### config.mk
export PLATFORM = sky130hd
export DESIGN_NAME = lrgd_ctrl
export DESIGN_NICKNAME = d
export VERILOG_FILES = /design/src/hdl/lrgd_pkg.sv /design/src/hdl/lrgd_ctrl.sv
export SDC_FILE = /design/constraint.sdc
export NUM_CORES = 1
export LEC_CHECK = 0
export BUFFER_PORTS_ARGS = -buffer_cell sky130_fd_sc_hd__buf_2
export CELL_PAD_IN_SITES_DETAIL_PLACEMENT = 0
export CELL_PAD_IN_SITES_GLOBAL_PLACEMENT = 1
export CORE_MARGIN = 2
export CORE_UTILIZATION = 41
export CTS_BUF_LIST = sky130_fd_sc_hd__clkbuf_8 sky130_fd_sc_hd__clkbuf_16
export DETAILED_ROUTE_END_ITERATION = 10
export PLACE_DENSITY_LB_ADDON = 0.12
export SYNTH_ARGS = -nofsm -noshare
export SYNTH_HDL_FRONTEND = slang
export SYNTH_SLANG_ARGS = --single-unit
### constraint.sdc
create_clock -name clk -period 3.22 [get_ports clk]
set_clock_uncertainty 0.05 [all_clocks]
set_input_delay 0.161 -clock clk [delete_from_list [all_inputs] [get_ports clk]]
set_output_delay 0.161 -clock clk [all_outputs]
set_load 0.02 [all_outputs]
### src/hdl/lrgd_pkg.sv
package lrgd_pkg;

  localparam int MAX_POINTS_DEF = 64;
  localparam int DATA_WIDTH_DEF = 16;

  localparam logic [31:0] LR_RESET    = 32'd429497;
  localparam logic [15:0] EPOCH_RESET = 16'd1000;

  // Divider: 96-bit dividend, one quotient bit per cycle
  localparam int DIV_STEPS = 96;
  localparam int DIV_CW    = $clog2(DIV_STEPS);

  localparam logic signed [65:0] Q_MAX66 = 66'sd140737488355327;
  localparam logic signed [65:0] Q_MIN66 = -66'sd140737488355328;
  localparam logic signed [47:0] Q_MAX48 = 48'sh7FFF_FFFF_FFFF;
  localparam logic signed [47:0] Q_MIN48 = 48'sh8000_0000_0000;
  localparam logic signed [65:0] ONE_Q66 = 66'sd4294967296;

  // APB register indexes
  localparam logic REG_LEARNING_RATE = 1'b0;
  localparam logic REG_EPOCH_COUNT   = 1'b1;

  typedef enum logic [5:0] {
    ST_LOAD, ST_TRAIN_INIT, ST_EPOCH_CHECK, ST_EPOCH_INIT,
    ST_G_READ, ST_G_PMUL, ST_G_PADD, ST_G_ERR, ST_G_GMUL, ST_G_ACC,
    ST_DIV_START, ST_DIV_WAIT, ST_CAP_G, ST_RATE_MUL, ST_RATE_SUM, ST_UPDATE,
    ST_SCORE_INIT, ST_Y_READ, ST_Y_ACC, ST_MEAN_START, ST_MEAN_WAIT, ST_MEAN_CAP,
    ST_S_READ, ST_S_PMUL, ST_S_PADD, ST_S_DEV, ST_S_SQ, ST_S_ACC,
    ST_RATIO_CHECK, ST_RATIO_START, ST_RATIO_WAIT, ST_FINAL, ST_OUT
  } state_t;

  typedef enum logic [4:0] {
    OP_NONE, OP_STORE, OP_TRAIN_INIT, OP_EPOCH_INIT, OP_PRED_MUL, OP_PRED_ADD,
    OP_ERR, OP_GRAD_MUL, OP_GRAD_ACC, OP_DIV_G, OP_CAP_G, OP_RATE_MUL,
    OP_RATE_SUM, OP_UPDATE, OP_SCORE_INIT, OP_Y_ACC, OP_DIV_MEAN, OP_CAP_MEAN,
    OP_DEV, OP_SQ, OP_SQ_ACC, OP_DIV_RATIO, OP_FINAL, OP_OUT
  } op_t;

  typedef struct packed {
    op_t  op;
    logic target;    // 0 slope, 1 intercept
    logic use_prev;  // predict with pre-update parameters
  } cmd_t;

  typedef struct packed {
    logic idx_last;
    logic epochs_done;
    logic div_busy;
    logic out_full;
    logic tot_zero;
  } status_t;

  function automatic logic signed [47:0] sat48(input logic signed [65:0] v);
    logic signed [47:0] r;
    if (v > Q_MAX66) begin
      r = Q_MAX48;
    end else if (v < Q_MIN66) begin
      r = Q_MIN48;
    end else begin
      r = v[47:0];
    end
    return r;
  endfunction

  function automatic logic signed [63:0] sadd64(input logic signed [63:0] a,
                                                input logic signed [63:0] b);
    logic signed [64:0] s;
    logic signed [63:0] r;
    s = 65'(a) + 65'(b);
    if (s[64] != s[63]) begin
      r = s[64] ? 64'sh8000_0000_0000_0000 : 64'sh7FFF_FFFF_FFFF_FFFF;
    end else begin
      r = s[63:0];
    end
    return r;
  endfunction

  function automatic logic [63:0] uadd_sat(input logic [63:0] a, input logic [63:0] b);
    logic [64:0] s;
    s = {1'b0, a} + {1'b0, b};
    return s[64] ? {64{1'b1}} : s[63:0];
  endfunction

  // Deviation magnitude in Q16.16, capped to 32 bits
  function automatic logic [31:0] dev_mag(input logic signed [65:0] d);
    logic [65:0] mag;
    logic [65:0] sh;
    mag = d[65] ? 66'(-d) : 66'(d);
    sh  = mag >> 16;
    return (|sh[65:32]) ? 32'hFFFF_FFFF : sh[31:0];
  endfunction

endpackage

### src/hdl/lrgd_ctrl.sv
module lrgd_ctrl (
  input  logic               clk,
  input  logic               rst,
  input  logic               in_valid,
  input  logic               in_last,
  output logic               in_ready,
  input  lrgd_pkg::status_t  status,
  output lrgd_pkg::cmd_t     cmd
);
  import lrgd_pkg::*;

  state_t state, state_next;
  logic   target, target_next;

  always_ff @(posedge clk) begin
    if (rst) begin
      state  <= ST_LOAD;
      target <= 1'b0;
    end else begin
      state  <= state_next;
      target <= target_next;
    end
  end

  always_comb begin
    state_next  = state;
    target_next = target;
    case (state)
      ST_LOAD:        if (in_valid && in_last) state_next = ST_TRAIN_INIT;
      ST_TRAIN_INIT:  state_next = ST_EPOCH_CHECK;
      ST_EPOCH_CHECK: state_next = status.epochs_done ? ST_SCORE_INIT : ST_EPOCH_INIT;
      ST_EPOCH_INIT:  state_next = ST_G_READ;
      ST_G_READ:      state_next = ST_G_PMUL;
      ST_G_PMUL:      state_next = ST_G_PADD;
      ST_G_PADD:      state_next = ST_G_ERR;
      ST_G_ERR:       state_next = ST_G_GMUL;
      ST_G_GMUL:      state_next = ST_G_ACC;
      ST_G_ACC:       state_next = status.idx_last ? ST_DIV_START : ST_G_READ;
      ST_DIV_START:   state_next = ST_DIV_WAIT;
      ST_DIV_WAIT:    if (!status.div_busy) state_next = ST_CAP_G;
      ST_CAP_G:       state_next = ST_RATE_MUL;
      ST_RATE_MUL:    state_next = ST_RATE_SUM;
      ST_RATE_SUM:    state_next = ST_UPDATE;
      ST_UPDATE: begin
        target_next = ~target;
        state_next  = target ? ST_EPOCH_CHECK : ST_DIV_START;
      end
      ST_SCORE_INIT:  state_next = ST_Y_READ;
      ST_Y_READ:      state_next = ST_Y_ACC;
      ST_Y_ACC:       state_next = status.idx_last ? ST_MEAN_START : ST_Y_READ;
      ST_MEAN_START:  state_next = ST_MEAN_WAIT;
      ST_MEAN_WAIT:   if (!status.div_busy) state_next = ST_MEAN_CAP;
      ST_MEAN_CAP:    state_next = ST_S_READ;
      ST_S_READ:      state_next = ST_S_PMUL;
      ST_S_PMUL:      state_next = ST_S_PADD;
      ST_S_PADD:      state_next = ST_S_DEV;
      ST_S_DEV:       state_next = ST_S_SQ;
      ST_S_SQ:        state_next = ST_S_ACC;
      ST_S_ACC:       state_next = status.idx_last ? ST_RATIO_CHECK : ST_S_READ;
      ST_RATIO_CHECK: state_next = status.tot_zero ? ST_FINAL : ST_RATIO_START;
      ST_RATIO_START: state_next = ST_RATIO_WAIT;
      ST_RATIO_WAIT:  if (!status.div_busy) state_next = ST_FINAL;
      ST_FINAL:       state_next = ST_OUT;
      ST_OUT:         if (!status.out_full) state_next = ST_LOAD;
      default:        state_next = ST_LOAD;
    endcase
  end

  always_comb begin
    cmd.op       = OP_NONE;
    cmd.target   = target;
    cmd.use_prev = 1'b0;
    in_ready     = 1'b0;
    case (state)
      ST_LOAD: begin
        in_ready = 1'b1;
        if (in_valid) cmd.op = OP_STORE;
      end
      ST_TRAIN_INIT:  cmd.op = OP_TRAIN_INIT;
      ST_EPOCH_INIT:  cmd.op = OP_EPOCH_INIT;
      ST_G_PMUL:      cmd.op = OP_PRED_MUL;
      ST_G_PADD:      cmd.op = OP_PRED_ADD;
      ST_G_ERR:       cmd.op = OP_ERR;
      ST_G_GMUL:      cmd.op = OP_GRAD_MUL;
      ST_G_ACC:       cmd.op = OP_GRAD_ACC;
      ST_DIV_START:   cmd.op = OP_DIV_G;
      ST_CAP_G:       cmd.op = OP_CAP_G;
      ST_RATE_MUL:    cmd.op = OP_RATE_MUL;
      ST_RATE_SUM:    cmd.op = OP_RATE_SUM;
      ST_UPDATE:      cmd.op = OP_UPDATE;
      ST_SCORE_INIT:  cmd.op = OP_SCORE_INIT;
      ST_Y_ACC:       cmd.op = OP_Y_ACC;
      ST_MEAN_START:  cmd.op = OP_DIV_MEAN;
      ST_MEAN_CAP:    cmd.op = OP_CAP_MEAN;
      ST_S_PMUL: begin
        cmd.op       = OP_PRED_MUL;
        cmd.use_prev = 1'b1;
      end
      ST_S_PADD: begin
        cmd.op       = OP_PRED_ADD;
        cmd.use_prev = 1'b1;
      end
      ST_S_DEV:       cmd.op = OP_DEV;
      ST_S_SQ:        cmd.op = OP_SQ;
      ST_S_ACC:       cmd.op = OP_SQ_ACC;
      ST_RATIO_START: cmd.op = OP_DIV_RATIO;
      ST_FINAL:       cmd.op = OP_FINAL;
      ST_OUT:         if (!status.out_full) cmd.op = OP_OUT;
      default:        cmd.op = OP_NONE;
    endcase
  end

endmodule
[After elaboration in Yosys (flattened, before gate mapping)]
Index checks and enable logic that the tools add are counted.
W data, S select, Z words.
Cells by class
  equality and inequality tests: 37
  multiplexer cells: 17
  bitwise gates (word level): 1
  reductions and logical operators: 6
Operators by type and width (number)
  $pmux W6 S33: 1
  $pmux W5 S23: 1
  $eq A6 B5 Y1 const B: 16
  $eq A6 B4 Y1 const B: 8
  $mux W6: 5
  $eq A6 B3 Y1 const B: 4
  $eq A6 B2 Y1 const B: 2
  $mux W4: 3
  $mux W5: 2
  $ne A2 B2 Y1 const B: 5
  $eq A6 B1 Y1 const B: 1
  $eq A6 B6 Y1 const B: 1
  $logic_not A6 Y1: 1
  $reduce_or A2 Y1: 3
  $reduce_and A5 Y1: 1
  $mux W2: 2
  $mux W1: 3
  $logic_and A1 B1 Y1: 1
  $not A1 Y1: 1
Word-level totals
  register bits: 7
  output and inout port bits: 8

[Logic depth before layout (Yosys ltp)]
Gate-level depths: netlist of the first run.
  word-level depth: 3
  depth in mapped cells: 7
  mapped depth without buffers: 5

[Worst setup path after synthesis of the first run]
Ideal clock, no wire load.
  path kind: reg2out
  start point: register state[4]
  end point: output cmd[3] (netlist bit)
  arrival: 1.617 ns
  setup slack: 1.392 ns
  stages on the path, launching flop included: 7
  path buffers: 2
  cell sequence: dfxtp_1 clkbuf_1 clkbuf_1 nand2_1 o22ai_1 nor2_1 o31ai_1
RTL lines
  start: declaration: line lrgd_ctrl.sv:12  | state_t state, state_next;
  start signal: assignment: line lrgd_ctrl.sv:20  | state <= state_next;
  end: declaration: line lrgd_ctrl.sv:8  | output lrgd_pkg::cmd_t cmd

==> run_results.csv, run 1 <==
group,metric,value,unit
critical_path,cpMaxStageDelayCell,"dfxtp_1",
critical_path,cpPeakStageDelay,0.58,ns
yosys,yosys.cell_types.count,44,
floorplan,start_util,44.1,%
critical_path,crit_chain,"nor2_1 -> nand2_1 -> nor4b_1 -> a31oi_1 -> nand4b_1 -> buf_2",
pwr,leakage,0.382,nW
timing,fmax,424,MHz
final_layout,final_nets,144,
floorplan,core_region_area,2000,sq um
timing,period_share,73.3,%
final_layout,design_area,957,sq um
yosys,ys_async_sr_fraction,0,%
place,gp_congestion,0.810,
timing,tightest_slew,0.864,ns
place,io_buffer_count,16,
grt,grt_pass1_wl,3970,um
grt,grt_pass1_vias,839,
detailed_routing,dr.first_iter.drc_count,21,
yosys,netlist_area,883,sq um
yosys,yosysSeqAreaShare,15.9,%
cts,cts_resized,0,
critical_path,cp_max_fo,26,
critical_path,end_kind,"primary output",
detailed_routing,vias_per_cell,5.99,
detailed_routing,drc,0,
critical_path,arrival,2.15,ns
cts,clockBufferDepth,2,
critical_path,critical_path_class,"reg2out",
critical_path,worst_ep_required_time,3.01,ns
critical_path,path_buf_inv,1,
cts,postCtsSetupRepairBufs,0,
yosys,avgSynthCellArea,6.90,sq um
pwr,p_per_area,735,nW/um^2
yosys,synth_common_cells,"nor2_1 (15), nand2_1 (12), a21oi_1 (10)",
cts,clk_latency,0.22,ns
grt,grt_max_degree,27,
timing,maxSlewHeadroom,42.3,%
cts,clk_pin_slew,0.04,ns
timing,grt_setup_unrepaired,"false",
flow_run,cap_violations,0,
floorplan,num_io_pins,17,
yosys,synthCells,128,
cts,tritoncts,"yes",
place,hpwl,1710,um
pwr,ir_worst_vdd,0.000416,V
timing,whs,0.139,ns
detailed_routing,wl_per_cell,14.7,um
timing,drv_slew,0,
timing,setup_viol,0,
yosys,yosys.area.top_type,"dfxtp_1",
timing,final.setup.tns,0,ns
cts,cts.root.buffer_cell,"clkbuf_8",
final_layout,area_delta_synth_final,8.36,%
outcome,status,"completed",
yosys,synth_fp_nets,137,
detailed_routing,first_pass_iters,4,
cts,cts_hold_buf,0,
yosys,ys.flop_type,"dfxtp_1",
place,post-place-cells,157,
floorplan,rows,16,
cts,htreeDepth,1,
place,placedInstanceArea,912,sq um
detailed_routing,postRouteAntennaNets,0,
floorplan,chipHeight,50.4,um
min_path,hp-class,"in2reg",
cts,clock_sinks,7,
critical_path,crit_family,"simple AND/OR/NAND/NOR gates",
detailed_routing,vias,965,
yosys,ys_seq_elements,7,
critical_path,worst_setup_path_start_kind,"flop",
detailed_routing,drt-total-wl,2360,um
yosys,synth-edff-count,0,
yosys,yosys_warnings,0,
final_layout,n_antenna_cell,0,
floorplan,dieWidth,50.4,um
timing,timing.final.hold_violations,0,
final_layout,fin_cells,161,
yosys,synth_most_common_cell,"nor2_1",
grt,grt-ovfl-total,0,
grt,track_usage,20.1,%
critical_path,rrSetupSlack,1.02,ns
grt,grt_antenna_before_repair,0,
yosys,synthTopCellsByArea,"dfxtp_1 (16%), nor2_1 (6.4%), a21oi_1 (5.7%)",
timing,period_needed,2.36,ns
cts,numCtsBuffers,3,
final_layout,drive_gt1_share,17.9,%
floorplan,die-area,2540,sq um
yosys,netlist.area_leader.share,15.9,%
[layout by cell type, fill, tap and decap left out, drive strengths merged, types with 3 or more instances in the layout]
| cell | n |
|---|---|
| buf | 17 |
| nor2 | 15 |
| nand2 | 12 |
| a21oi | 10 |
| o21ai | 7 |
| dfxtp | 7 |
| nor2b | 6 |
| nand4 | 5 |
| inv | 4 |
| nor3 | 3 |
| nand2b | 3 |
| a211oi | 3 |
| nand3 | 3 |
| clkbuf | 3 |
[power by group]
group | switching, mW | internal [mW] | total, mW
registers | 0.0807 | 0.105 | 0.185
clock network | 0.0340 | 0.0820 | 0.116
logic | 0.237 | 0.165 | 0.402
total | 0.351 | 0.352 | 0.703
[metal layers]
| metal | wire length (um) | up-vias | GRT usage [%] |
|---|---|---|---|
| met5 | 0 | - | 0 |
| met4 | 0 | 0 | 1.80 |
| met3 | 98 | 0 | 5.65 |
| met2 | 1080 | 25 | 30.0 |
| met1 | 1180 | 457 | 29.7 |
| li1 | - | 483 | - |
[area by class of cell]
cell class / instances / area, sq um
Multi-Input combinational cell: 103 / 639
Timing Repair Buffer: 17 / 87.6
Sequential cell: 7 / 140
Clock buffer: 3 / 41.3
Tap cell: 27 / 33.8
Clock inverter: 1 / 3.75
Fill cell: 229 / 1040
Inverter: 3 / 11.3
[per-stage QoR]
step / worst slack, ns / total power [mW] / util (%)
floorplan: 1.39 / 0.500 / -
global placement: 1.10 / 0.585 / 45.6
detailed placement: 1.08 / 0.584 / 45.6
CTS: 0.895 / 0.706 / 47.8
global route: 0.709 / 0.764 / 47.8
finish: 0.860 / 0.703 / 47.8
[logic make-up after synthesis]
family          Yosys count  share of synthesized area, %
simple gates             64                          42.8
compound gates           35                          25.2
buf+inv                  18                          11.8
flops                     7                          15.9
xor+xnor                  2                          1.98
mux                       2                          2.41
[state kept, by name, summed over array words and instances, names as in the netlist]
signal,count
state,6
target,1
[worst reg2reg max path: stages, from the launching register on]
cell	delay, ns
dfxtp_1	0.87
nor2b_1	0.28
nand4_4	0.19
nand4_2	0.12
or4_1	0.48
a21oi_1	0.14
[worst paths after layout]
| check | cells after the start | start | endpoint |
|---|---|---|---|
| min | 2 | rst | state[5] |
| max reg2reg | 5 | state[2] | state[0] |
| max | 6 | state[2] | cmd[2] |
| min reg2reg | 2 | target | target |
Power figures use the tool's default switching activity.
==> run 2: changes to the inputs <==
Settings changed: CORE_UTILIZATION 41 to 38.
Clock period 3.22 ns to 2.5 ns, I/O delays scaled along.
==> run_results.csv, run 2 (synthesis results as in run 1) <==
group,metric,value,unit
outcome,status,"completed",
grt,grt_antenna_before_repair,0,
detailed_routing,first_pass_iters,5,
pwr,ir_worst_vdd,0.000541,V
floorplan,rows,17,
pwr,finalPower,0.929,mW
place,gp_congestion,0.885,
detailed_routing,vias_per_cell,6.05,
final_layout,largest_register,"state",
critical_path,critical_path_class,"reg2out",
final_layout,n_antenna_cell,0,
cts,cts_resized,0,
critical_path,worst_ep_required_time,2.33,ns
final_layout,top_regs,"state (6), target (1)",
floorplan,chipHeight,52.2,um
cts,clock_sinks,7,
final_layout,multi_input_area,639,sq um
cts,clockBufferDepth,2,
final_layout,design_area,988,sq um
flow_run,cap_violations,0,
timing,final.setup.tns,0,ns
final_layout,layout_common_cells,"buf_2 (16), nor2_1 (15), nand2_1 (12)",
timing,finalWorstSetupSlack,0.278,ns
final_layout,final_nets,148,
cts,htreeDepth,1,
timing,timing.final.hold_violations,0,
cts,clk_latency,0.23,ns
grt,grt_max_degree,22,
final_layout,fill_cells,256,
detailed_routing,drc,0,
place,io_buffer_count,16,
timing,period_needed,2.22,ns
grt,track_usage,20.8,%
floorplan,core_region_area,2210,sq um
grt,grt-ovfl-total,0,
timing,drv_slew,0,
place,placedInstanceArea,943,sq um
detailed_routing,postRouteAntennaNets,0,
detailed_routing,vias,1004,
timing,maxSlewHeadroom,56.1,%
timing,period_share,88.9,%
final_layout,regArea,140,sq um
critical_path,cp_max_fo,21,
critical_path,end_kind,"primary output",
pwr,leakage,0.403,nW
floorplan,die-area,2730,sq um
floorplan,dieWidth,52.2,um
timing,setup_viol,0,
place,post-place-cells,162,
final_layout,postLayoutCoreUtil,44.7,%
final_layout,final_common_cell,"buf_2",
cts,numCtsBuffers,3,
min_path,hp-class,"in2reg",
floorplan,start_util,39.9,%
final_layout,fin_cells,166,
pwr,p_per_area,940,nW/um^2
floorplan,num_io_pins,17,
grt,grt_pass1_wl,4250,um
cts,cts_hold_buf,0,
timing,fmax,450,MHz
critical_path,worst_setup_path_start_kind,"flop",
cts,postCtsSetupRepairBufs,0,
timing,grt_setup_unrepaired,"false",
cts,clk_pin_slew,0.04,ns
critical_path,arrival,2.05,ns
timing,whs,0.127,ns
timing,tightest_slew,0.658,ns
grt,grt_pass1_vias,900,
detailed_routing,drt-total-wl,2560,um
final_layout,area_delta_synth_final,11.9,%
detailed_routing,wl_per_cell,15.4,um
place,hpwl,1870,um
final_layout,drive_gt1_share,20.3,%
cts,cts.root.buffer_cell,"clkbuf_8",
cts,tritoncts,"yes",
detailed_routing,dr.first_iter.drc_count,34,
place,pre_cts_ws,0.452,ns
final_layout,largest_reg_flops,6,
==> run 2: changes by cell type in the layout (fill, tap and decap cells not counted) <==
cell / delta
buf_4: +4
==> run 2: worst paths after layout <==
path | startpoint | to | slack, ns | depth (start not counted)
setup / recovery | state[3] | cmd[2] | 0.28 | 7
hold / removal | rst | state[0] | 0.13 | 2
setup reg to reg | state[4] | state[0] | 0.45 | 5
hold reg to reg | target | target | 0.49 | 2
==> run 2: worst max-delay path, cell delays in order, from the launching register on <==
cell,delay (ns)
dfxtp_1,0.73
nor2_1,0.15
nand2_1,0.12
nor4b_1,0.06
buf_4,0.17
a31oi_1,0.27
nand4b_1,0.13
buf_2,0.18
==> run 2: area by class of cell <==
| class | instances | area share, % |
|---|---|---|
| Inverter | 3 | 1.14 |
| Timing Repair Buffer | 21 | 11.9 |
| Clock inverter | 1 | 0.380 |
| Multi-Input combinational cell | 103 | 64.7 |
| Sequential cell | 7 | 14.2 |
| Tap cell | 28 | 3.54 |
| Clock buffer | 3 | 4.18 |
==> run 2: where the power goes <==
group | total [mW] | internal (mW) | switching, mW
clock | 0.158 | 0.106 | 0.0512
combinational | 0.550 | 0.223 | 0.327
sequential | 0.222 | 0.135 | 0.0868
==> run 2: layer usage <==
metal  wire, um  vias up  global-route usage (%)
met1       1210      471                    29.5
met3        139        6                    5.14
met4         44        0                    6.84
li1           -      491                       -
met5          0        -                       0
met2       1170       36                    30.6
==> run 3: changes to the inputs <==
Clock period 2.5 ns to 2.1 ns, I/O delays scaled along.
==> run_results.csv, run 3 (synthesis results as in run 1) <==
group,metric,value,unit
min_path,hold_path.startpoint,"rst",
floorplan,num_io_pins,17,
final_layout,final_common_cell,"buf_2",
grt,grtUsageMet1,28.6,%
timing,period_share,93.8,%
critical_path,end_kind,"primary output",
timing,timing.final.hold_violations,0,
detailed_routing,first_pass_iters,4,
grt,grt_antenna_before_repair,0,
critical_path,arrival,1.82,ns
cts,clk_pin_slew,0.04,ns
critical_path,worst_ep_required_time,1.95,ns
grt,top_usage_layer,"met2",
critical_path,worstReg2RegStart,"state[0]",
critical_path,critical_path_class,"reg2out",
final_layout,final_nets,154,
cts,clk_latency,0.23,ns
final_layout,fill_cells,250,
floorplan,start_util,39.9,%
place,hpwl,1920,um
critical_path,reg2regPathDepth,6,
timing,maxSlewHeadroom,65.3,%
timing,grt_setup_unrepaired,"false",
cts,htreeDepth,1,
outcome,status,"completed",
timing,drv_slew,0,
min_path,hp-class,"in2reg",
detailed_routing,dr.first_iter.drc_count,40,
grt,met2_usage,31.9,%
grt,grt_pass1_wl,4170,um
critical_path,cp_max_fo,11,
final_layout,layout_common_cells,"buf_2 (16), nor2_1 (15), nand2_1 (12)",
floorplan,chipHeight,52.2,um
critical_path,worst_setup_path_start_kind,"flop",
min_path,whs_path_depth,2,
final_layout,top_regs,"state (6), target (1)",
timing,setup_viol,0,
floorplan,dieWidth,52.2,um
cts,postCtsSetupRepairBufs,0,
flow_run,cap_violations,0,
timing,fmax,507,MHz
detailed_routing,vias_per_cell,5.86,
timing,final.setup.tns,0,ns
timing,tightest_slew,0.520,ns
grt,grt-ovfl-total,0,
grt,grtUsageMet3,5.71,%
floorplan,core_region_area,2210,sq um
grt,grt_pass1_vias,895,
detailed_routing,drt-total-wl,2540,um
grt,grt_max_degree,16,
final_layout,largest_reg_flops,6,
final_layout,design_area,1030,sq um
cts,cts_resized,0,
final_layout,drive_gt1_share,23.6,%
cts,cts_hold_buf,0,
critical_path,r2r_end,"state[0]",
place,placedInstanceArea,988,sq um
timing,period_needed,1.97,ns
floorplan,rows,17,
place,gp_congestion,0.848,
detailed_routing,drc,0,
critical_path,rrSetupSlack,0.31,ns
cts,clockBufferDepth,2,
cts,cts.root.buffer_cell,"clkbuf_8",
detailed_routing,wl_per_cell,14.8,um
final_layout,area_delta_synth_final,17.0,%
floorplan,die-area,2730,sq um
cts,tritoncts,"yes",
pwr,p_per_area,1090,nW/um^2
final_layout,largest_register,"state",
pwr,leakage,0.436,nW
pwr,ir_worst_vdd,0.000574,V
grt,track_usage,20.8,%
cts,clock_sinks,7,
final_layout,n_antenna_cell,0,
place,io_buffer_count,16,
detailed_routing,vias,1008,
final_layout,regArea,140,sq um
detailed_routing,postRouteAntennaNets,0,
min_path,hold_path_end,"state[0]",
cts,numCtsBuffers,3,
final_layout,multi_input_area,639,sq um
==> run 3: cell count changes in the layout (fill, tap and decap cells not counted), sizes merged <==
| cell | change |
|---|---|
| buf | +6 |
==> run 3: metrics by stage <==
stage / util (%) / setup WS (ns) / power, mW / std cells / hold slack, ns
6_report: 46.7 / 0.129 / 1.13 / 172 / 0.0894
5_1_grt: 46.7 / 0.0372 / 1.21 / 172 / 0.0977
4_1_cts: 46.7 / 0.151 / 1.12 / 172 / 0.0818
3_5_place_dp: 44.7 / 0.352 / 0.927 / 168 / 0.323
3_3_place_gp: 44.7 / 0.363 / 0.940 / 168 / 0.322
2_1_floorplan: - / 0.328 / 0.766 / 128 / 0.124
==> run 3: critical path, stage by stage, from the launching register on <==
cell and delay [ns]:
dfxtp_1 0.54, nor2_1 0.13, nand2_1 0.11, nor4b_1 0.06, buf_4 0.16, a31oi_1 0.27
nand4b_1 0.14, buf_2 0.18
==> run 3: worst max-delay path by stage <==
stage	from	to	slack [ns]	cells past startpoint
after global routing	state[4]	cmd[4]	0.04	7
after global placement	state[4]	state[1]	0.36	6
final	state[3]	cmd[2]	0.13	7
after floorplan	state[4]	cmd[3]	0.33	6
after CTS	state[4]	cmd[2]	0.15	6
after detailed placement	state[4]	state[0]	0.35	5
==> run 3: area by class of cell <==
| cell class | instances | area share [%] |
|---|---|---|
| Multi-Input combinational cell | 103 | 61.9 |
| Timing Repair Buffer | 27 | 15.7 |
| Sequential cell | 7 | 13.6 |
| Clock buffer | 3 | 4.00 |
| Tap cell | 28 | 3.39 |
| Inverter | 3 | 1.09 |
| Clock inverter | 1 | 0.363 |
==> run 3: layer usage <==
metal | vias up | part of all wire [%]
li1 | 495 | -
met1 | 472 | 47
met2 | 37 | 47
met3 | 4 | 5.3
met5 | - | 0
met4 | 0 | 1.1
==> run 3: where the power goes <==
part | leakage, nW | switching [mW] | internal [mW]
Clock | 0.0269 | 0.0603 | 0.126
Combinational | 0.352 | 0.437 | 0.284
Sequential | 0.0571 | 0.0567 | 0.161
